`config.mk`:
```
export PLATFORM = sky130hd
export DESIGN_NAME = rrwa_warp
export DESIGN_NICKNAME = d
export VERILOG_FILES = /design/src/sv/assert_macros.svh /design/src/sv/rrwa_pkg.sv /design/src/sv/rrwa_warp.sv
export SDC_FILE = /design/constraint.sdc
export NUM_CORES = 2
export LEC_CHECK = 0
export ABC_AREA = 1
export BUFFER_PORTS_ARGS = -buffer_cell sky130_fd_sc_hd__buf_2
export CAP_MARGIN = 20
export CORE_MARGIN = 2
export CORE_UTILIZATION = 50
export DETAILED_ROUTE_END_ITERATION = 12
export PLACE_DENSITY = 0.78
export REMOVE_ABC_BUFFERS = 1
export SETUP_SLACK_MARGIN = 0.1
export SYNTH_ARGS = -nofsm -noshare
export SYNTH_HDL_FRONTEND = slang
export SYNTH_SLANG_ARGS = --single-unit
```
`constraint.sdc`:
```
create_clock -name clk -period 8.7 [get_ports clk]
set_clock_uncertainty 0.2 [all_clocks]
set_input_delay 2.175 -clock clk [delete_from_list [all_inputs] [get_ports clk]]
set_output_delay 2.175 -clock clk [all_outputs]
set_load 0.05 [all_outputs]
```
`src/sv/assert_macros.svh`:
```
// Assertion helpers used by the RTL top level.
`ifndef ASSERT_MACROS_SVH
`define ASSERT_MACROS_SVH
`ifndef SYNTHESIS
// Check that prop holds at every rising clock edge outside reset.
`define RRWA_ASSERT(lbl, clk, rst_n, prop, msg) \
	lbl: assert property (@(posedge clk) disable iff (!rst_n) prop) else $error(msg);
// Check that cond never holds outside reset.
`define RRWA_NEVER(lbl, clk, rst_n, cond, msg) \
	lbl: assert property (@(posedge clk) disable iff (!rst_n) !(cond)) else $error(msg);
`else
`define RRWA_ASSERT(lbl, clk, rst_n, prop, msg)
`define RRWA_NEVER(lbl, clk, rst_n, cond, msg)
`endif
`endif

```
`src/sv/rrwa_pkg.sv`:
```
`default_nettype none

package rrwa_pkg;

	localparam int ANGLE_BITS  = 12;
	localparam int COORD_BITS  = 12;

	localparam int RADIUS_BITS = 11;
	localparam int RING_BITS   = 10;
	localparam int RAD_BITS    = 12;
	localparam int PHASE_BITS  = 32;
	localparam int TRIG_BITS   = 17;
	localparam int OFF_BITS    = 10;
	localparam int SRAD_BITS   = 14;
	localparam int POS_BITS    = 18;

	localparam int CTR_BITS    = 12;
	localparam int AMP_BITS    = 8;
	localparam int LEN_BITS    = 10;
	localparam int SCR_BITS    = 13;
	localparam int WDATA_BITS  = 13;
	localparam int IDX_BITS    = 3;

	localparam logic [IDX_BITS-1:0] REG_CENTER_X      = 3'd0;
	localparam logic [IDX_BITS-1:0] REG_CENTER_Y      = 3'd1;
	localparam logic [IDX_BITS-1:0] REG_AMPLITUDE     = 3'd2;
	localparam logic [IDX_BITS-1:0] REG_WAVE_LENGTH   = 3'd3;
	localparam logic [IDX_BITS-1:0] REG_SCREEN_WIDTH  = 3'd4;
	localparam logic [IDX_BITS-1:0] REG_SCREEN_HEIGHT = 3'd5;

	localparam logic [SCR_BITS-1:0] RST_SCREEN_WIDTH  = 13'd640;
	localparam logic [SCR_BITS-1:0] RST_SCREEN_HEIGHT = 13'd480;

	// ring phase divider: dividend is ring << DIV_SHIFT, DIV_STEPS quotient bits per stage
	localparam int DIV_SHIFT  = 31;
	localparam int DIV_STEPS  = 4;
	localparam int DIV_STAGES = (RING_BITS + DIV_SHIFT + DIV_STEPS - 1) / DIV_STEPS;
	localparam int DIV_W      = DIV_STEPS * DIV_STAGES;

	localparam int TRIG_LAT  = 8;
	localparam int WARP_LAT  = 4;
	localparam int TOTAL_LAT = 1 + DIV_STAGES + TRIG_LAT + WARP_LAT;

	localparam logic signed [31:0] C1 = 32'sd1686629713;
	localparam logic signed [31:0] C3 = -32'sd693598668;
	localparam logic signed [31:0] C5 = 32'sd85569306;
	localparam logic signed [31:0] C7 = -32'sd5026995;
	localparam logic signed [31:0] C9 = 32'sd172272;
	localparam logic signed [31:0] Q30_ONE = 32'sd1073741824;
	localparam logic signed [47:0] TRIG_ONE = 48'sd32768;

	typedef struct packed {
		logic [RADIUS_BITS-1:0] base_radius;
		logic [RING_BITS-1:0]   ring_index;
		logic [ANGLE_BITS-1:0]  angle_code;
	} item_t;

	typedef struct packed {
		logic [COORD_BITS-1:0] src_x;
		logic [COORD_BITS-1:0] src_y;
		logic                  src_ok;
		logic [COORD_BITS-1:0] dst_x;
		logic [COORD_BITS-1:0] dst_y;
		logic                  dst_ok;
	} result_t;

	typedef struct packed {
		logic [CTR_BITS-1:0] center_x;
		logic [CTR_BITS-1:0] center_y;
		logic [AMP_BITS-1:0] amplitude;
		logic [LEN_BITS-1:0] wave_length;
		logic [SCR_BITS-1:0] screen_width;
		logic [SCR_BITS-1:0] screen_height;
	} cfg_t;

	// divide by 2^30, rounding toward zero
	function automatic logic signed [63:0] trunc_q30(logic signed [63:0] v);
		logic signed [63:0] bias;
		bias = v[63] ? 64'sd1073741823 : 64'sd0;
		return (v + bias) >>> 30;
	endfunction

	// divide by 2^15, rounding toward zero
	function automatic logic signed [47:0] trunc_q15(logic signed [47:0] v);
		logic signed [47:0] bias;
		bias = v[47] ? 48'sd32767 : 48'sd0;
		return (v + bias) >>> 15;
	endfunction

	function automatic logic signed [31:0] mul_q30(logic signed [31:0] a,
		logic signed [31:0] b);
		logic signed [63:0] p;
		logic signed [63:0] q;
		p = a * b;
		q = trunc_q30(p);
		return q[31:0];
	endfunction

endpackage

`default_nettype wire

```
`src/sv/rrwa_warp.sv`:
```
`default_nettype none

module rrwa_warp (
	input  wire logic                                clk,
	input  wire logic                                arst_n,
	input  wire logic                                in_vld,
	input  wire logic [rrwa_pkg::RAD_BITS-1:0]       rad,
	input  wire logic signed [rrwa_pkg::TRIG_BITS-1:0] sin_ring,
	input  wire logic signed [rrwa_pkg::TRIG_BITS-1:0] sin_ang,
	input  wire logic signed [rrwa_pkg::TRIG_BITS-1:0] cos_ang,
	input  wire rrwa_pkg::cfg_t                      cfg,
	output logic                                     out_vld,
	output rrwa_pkg::result_t                        result
);
	import rrwa_pkg::*;

	localparam logic [POS_BITS-1:0] LIM = POS_BITS'(1) << COORD_BITS;

	function automatic logic signed [POS_BITS-1:0] place(logic [CTR_BITS-1:0] ctr,
		logic signed [SRAD_BITS-1:0] r, logic signed [TRIG_BITS-1:0] tr);
		logic signed [47:0]         p;
		logic signed [47:0]         q;
		logic signed [POS_BITS-1:0] cs;
		logic signed [POS_BITS-1:0] qs;
		p  = r * tr;
		q  = trunc_q15(p);
		cs = {(POS_BITS-CTR_BITS)'(0), ctr};
		qs = q[POS_BITS-1:0];
		return cs + qs;
	endfunction

	function automatic logic in_frame(logic signed [POS_BITS-1:0] x,
		logic signed [POS_BITS-1:0] y, logic [POS_BITS-1:0] w, logic [POS_BITS-1:0] h);
		return !x[POS_BITS-1] && !y[POS_BITS-1]
			&& (POS_BITS'(x) < w) && (POS_BITS'(y) < h);
	endfunction

	logic                        vld_s1, vld_s2, vld_s3, vld_s4;
	logic signed [OFF_BITS-1:0]  off_s1;
	logic [RAD_BITS-1:0]         rad_s1, rad_s2;
	logic signed [TRIG_BITS-1:0] s_s1, c_s1, s_s2, c_s2;
	logic signed [SRAD_BITS-1:0] srad_s2;
	logic signed [POS_BITS-1:0]  sx_s3, sy_s3, dx_s3, dy_s3;
	result_t                     res_s4;

	logic signed [47:0]          amp_prod, amp_q;
	logic signed [SRAD_BITS-1:0] off_ext, rad_ext, drad;
	logic [POS_BITS-1:0]         w_lim, h_lim, w_ext, h_ext;
	logic                        sok, dok;
	result_t                     res_nxt;

	always_comb begin
		amp_prod = $signed({1'b0, cfg.amplitude}) * sin_ring;
		amp_q    = trunc_q15(amp_prod);
	end

	assign off_ext = off_s1;
	assign rad_ext = $signed({(SRAD_BITS-RAD_BITS)'(0), rad_s1});
	assign drad    = $signed({(SRAD_BITS-RAD_BITS)'(0), rad_s2});

	// clip the frame to the coordinate range
	assign w_ext = POS_BITS'(cfg.screen_width);
	assign h_ext = POS_BITS'(cfg.screen_height);
	assign w_lim = (w_ext < LIM) ? w_ext : LIM;
	assign h_lim = (h_ext < LIM) ? h_ext : LIM;

	always_comb begin
		sok = in_frame(sx_s3, sy_s3, w_lim, h_lim);
		dok = sok && in_frame(dx_s3, dy_s3, w_lim, h_lim);
		res_nxt.src_x  = sok ? sx_s3[COORD_BITS-1:0] : '0;
		res_nxt.src_y  = sok ? sy_s3[COORD_BITS-1:0] : '0;
		res_nxt.src_ok = sok;
		res_nxt.dst_x  = dok ? dx_s3[COORD_BITS-1:0] : '0;
		res_nxt.dst_y  = dok ? dy_s3[COORD_BITS-1:0] : '0;
		res_nxt.dst_ok = dok;
	end

	always_ff @(posedge clk or negedge arst_n) begin
		if (!arst_n) begin
			vld_s1 <= 1'b0;
			vld_s2 <= 1'b0;
			vld_s3 <= 1'b0;
			vld_s4 <= 1'b0;
		end else begin
			vld_s1 <= in_vld;
			vld_s2 <= vld_s1;
			vld_s3 <= vld_s2;
			vld_s4 <= vld_s3;
		end
	end

	always_ff @(posedge clk) begin
		off_s1  <= amp_q[OFF_BITS-1:0];
		rad_s1  <= rad;
		s_s1    <= sin_ang;
		c_s1    <= cos_ang;
		srad_s2 <= rad_ext - off_ext;
		rad_s2  <= rad_s1;
		s_s2    <= s_s1;
		c_s2    <= c_s1;
		sx_s3   <= place(cfg.center_x, srad_s2, c_s2);
		sy_s3   <= place(cfg.center_y, srad_s2, s_s2);
		dx_s3   <= place(cfg.center_x, drad, c_s2);
		dy_s3   <= place(cfg.center_y, drad, s_s2);
		res_s4  <= res_nxt;
	end

	assign out_vld = vld_s4;
	assign result  = res_s4;

endmodule

`default_nettype wire

```
==> results.txt <==
- Startpoint types: flop
- On the worst path, the slowest cell contributes a delay of 0.57 ns.
- Worst setup EP type: flop
- Global-route usage over all layers: 26.5%
- Main area contributors after synthesis: sky130_fd_sc_hd__fa_1 (36%), sky130_fd_sc_hd__inv_1 (14%), sky130_fd_sc_hd__nand2_1 (12%)
* Layout overhead on the synthesized area: 24.2%
- Yosys mapped the design onto 58 distinct sky130hd cell types.
* Async SR Flop Fraction: 1.67%
- The core region is 105000 um^2.
- The number of global-route vias before repair was 48600.
* Number of synthesized flops with an enable pin: 0
- After routing, the total negative slack on setup checks comes to -2.08 ns.
* Unrepaired setup endpoints after global routing: yes
- Post-detailed-route wirelength per cell: 16.4 um
* Cell at the root of the clock tree: sky130_fd_sc_hd__clkbuf_16
- End-of-flow core utilization: 62.4%
* HPWL after DPL: 117000 um
* Drt total wl: 150000 um
* Placed cell count: 8964
- For this block, the via count after detailed routing is 47200.
- Synthesis Warnings: 0
* Initial Utilization: 50.3%
- Input and output buffers added on the ports amount to 174.
- With fillers left out, the area of the finished cells amounts to 65500 um^2.
* Clock input transition at the sequential cells of the worst setup and hold paths: 0.06 ns
- Number of sinks handled by clock tree synthesis: 240
- The most common cell in the synthesized netlist is sky130_fd_sc_hd__inv_1.
- Result of the run: finished with violations
* Overall die area: 108000 um^2
- For this run, design rule violations remaining after detail routing come to 1.
- Floorplan die width: 329 um
* Clock H-tree levels: 1
- The path class of the tightest hold or removal check is reg2reg.
- Flops & latches, synth: 240
- Across the run, the number of max-cap violations was 0.
- Clock period minus worst slack: 8.98 ns
- The share of the Yosys chip area taken by registers is 9.15%.
- Antenna Nets Post-Route: 0
- In the synthesized netlist the dominant register cell turns out to be sky130_fd_sc_hd__dfxtp_1.
- In this run the count of I/O pins placed on the die edge is 185.
- After synthesis, the most frequently instantiated cells are sky130_fd_sc_hd__inv_1 (1943), sky130_fd_sc_hd__nand2_1 (1661), sky130_fd_sc_hd__fa_1 (951), sky130_fd_sc_hd__ha_1 (497), sky130_fd_sc_hd__nor2_1 (328).
- The placed instances occupy a cell area of 60200 um^2.
- The clock passes through at most 3 buffers.
- Global-route wire length before repair: 233000 um
* Worst Path Max Fanout: 8
* Slew at the pin closest to its max-slew limit: 1.01 ns
- The cell area that synthesis handed to floorplanning was 52700 um^2.
- Based on the critical path, the design can be clocked at up to 111 MHz.
* Latest clock arrival within the worst-skew pair: 0.62 ns
* Area of the multi-input gates: 42400 um^2
* Area fraction of the dominant cell type after synthesis: 36.1%
- Required time at the endpoint of the critical path: 9.04 ns
- Final setup violation count: 14
* Antenna diode instance count: 0
* Startpoint of the lowest-slack hold path: c_s1[5]
- Synthesized area per cell: 7.57 um^2
- In this run, post-CTS hold repair placed 0 buffers.
- Final #Nets: 9312
* Critical path's most frequent cell: sky130_fd_sc_hd__fa_1
* Crit path arrival time: 9.32 ns
- In the final layout, flip-flops and latches occupy 4900 um^2.
* Slowest-stage cell, CP: sky130_fd_sc_hd__fa_1
- After layout, the worst setup slack is -0.282 ns.
- The checks that failed: design-rule violations, negative setup slack.
- Detailed Route Iter0 Violations: 3341
- Cells with a size suffix above 1 make up 20.9% of the layout.
- Entering global routing, the biggest net connects 35 pins.
- Fillers: 8151
- The biggest area contributor in the post-synthesis netlist is sky130_fd_sc_hd__fa_1.
* CP Class: reg2reg
- Gate Count Post-Synth: 6968
- Post-DR vias/cell: 5.16
- TritonCTS built the clock tree.
* GPL Wtd Cong: 0.953
- The initial antenna violation count came to 10.
- Before antenna repair, the detailed router went through 10 iterations.
- Ratio of final minimum period to clock period: 103%
- Final-report max-slew violation count: 0
- Vertical extent of the die: 329 um
- Headroom to the max-slew limit came out at 30.7%.
- RR Startpoint: s_s2[16]
- For this run the aggregate overflow at the end of global routing stands at 0.
- Final Hold Fails: 0
* Num CTS Buffers: 26
* Critical path startpoint: s_s2[16]
- Non-filler instance count after layout: 9141
- Rows: 119
logic make-up (layout without fill, tap and decap cells):
group                    after synthesis  count (layout)  share of synthesized area, %
flip-flops                           240             240                          9.15
buffers and inverters               2197            2979                          15.7
AO/OA/AOI/OAI                        511             511                          5.44
XOR/XNOR                             226             226                          3.82
AND/OR/NAND/NOR                     2346            2346                          18.0
adder cells (fa/ha/maj)             1448            1448                          47.9
state kept, by name (all words and copies together) (netlist names), 10 cells and up:
name	count
off_s1	10
sx_s3	18
c_s1	17
s_s2	17
c_s2	17
dy_s3	17
srad_s2	14
s_s1	17
dx_s3	17
sy_s3	18
rad_s1	12
rad_s2	12
result	50
critical path: cells and delay by family, from the launching register on:
family / cells / cell delay [ns]
xor+xnor: 2 / 0.23
flops: 1 / 0.37
buf+inv: 13 / 1.52
fa+ha+maj: 9 / 3.64
compound gates: 11 / 1.62
simple gates: 12 / 1.31
stage by stage:
step / hold slack [ns] / worst slack (ns)
final: 0.121 / -0.282
after CTS: 0.121 / -0.0500
after detailed placement: 0.112 / -0.586
after global placement: 0.110 / -0.360
after floorplan: 0.110 / -0.384
after global routing: 0.130 / -0.626
layer usage:
metal / track usage [%] / up-vias / part of all wire [%]
met5: 0 / - / 0.086
met4: 11.7 / 20 / 5.2
met3: 3.91 / 548 / 7.6
met2: 45.7 / 2005 / 49
met1: 32.9 / 22800 / 39
li1: - / 21800 / -
layout by cell type (no fill, tap or decap), types with 64 or more instances in the layout:
cell                      Yosys  routed
sky130_fd_sc_hd__buf_12       0      67
sky130_fd_sc_hd__buf_2        0     174
sky130_fd_sc_hd__buf_4        0     663
sky130_fd_sc_hd__inv_1     1943    1876
sky130_fd_sc_hd__xnor2_1     70      64
sky130_fd_sc_hd__inv_2        9      72
sky130_fd_sc_hd__nand2_1   1661    1568
sky130_fd_sc_hd__o21ai_0    117      79
sky130_fd_sc_hd__dfxtp_1    236     207
sky130_fd_sc_hd__nand2_2     18      91
sky130_fd_sc_hd__nand3_1    185     161
sky130_fd_sc_hd__nor2_1     328     274
sky130_fd_sc_hd__a21oi_1    259     185
sky130_fd_sc_hd__fa_1       951     917
sky130_fd_sc_hd__ha_4         0      80
sky130_fd_sc_hd__ha_1       497     414
sky130_fd_sc_hd__xor2_1     151     141
repair_timing:
item                                    in CTS  in global routing
cloned                                       4                  3
hold endpoints to repair                     0                  0
pin swaps                                   86                225
endpoints found under the setup margin      37                 45
resized for setup                          296                485
setup buffers                               60                 85
path summary, 6_finish.rpt:
kind	to	slack (ns)	cells past startpoint
max in group asynchronous	vld_s2	7.01	1
min reg2reg	c_s2[5]	0.12	0
min	c_s2[5]	0.12	0
min in group asynchronous	out_vld	1.15	1
max	dy_s3[16]	-0.28	47
max reg2reg	dy_s3[16]	-0.28	47
layout make-up:
type | instances | area share (%)
Clock inverter | 14 | 0.336
Inverter | 1952 | 11.2
Timing Repair Buffer | 979 | 12.5
Clock buffer | 34 | 1.15
Multi-Input combinational cell | 4531 | 64.7
Sequential cell | 240 | 7.49
Tap cell | 1391 | 2.66
Power is left out: the tool's default activity adds up to more than one toggle a clock period on the data nets, which glitch-free logic cannot reach.
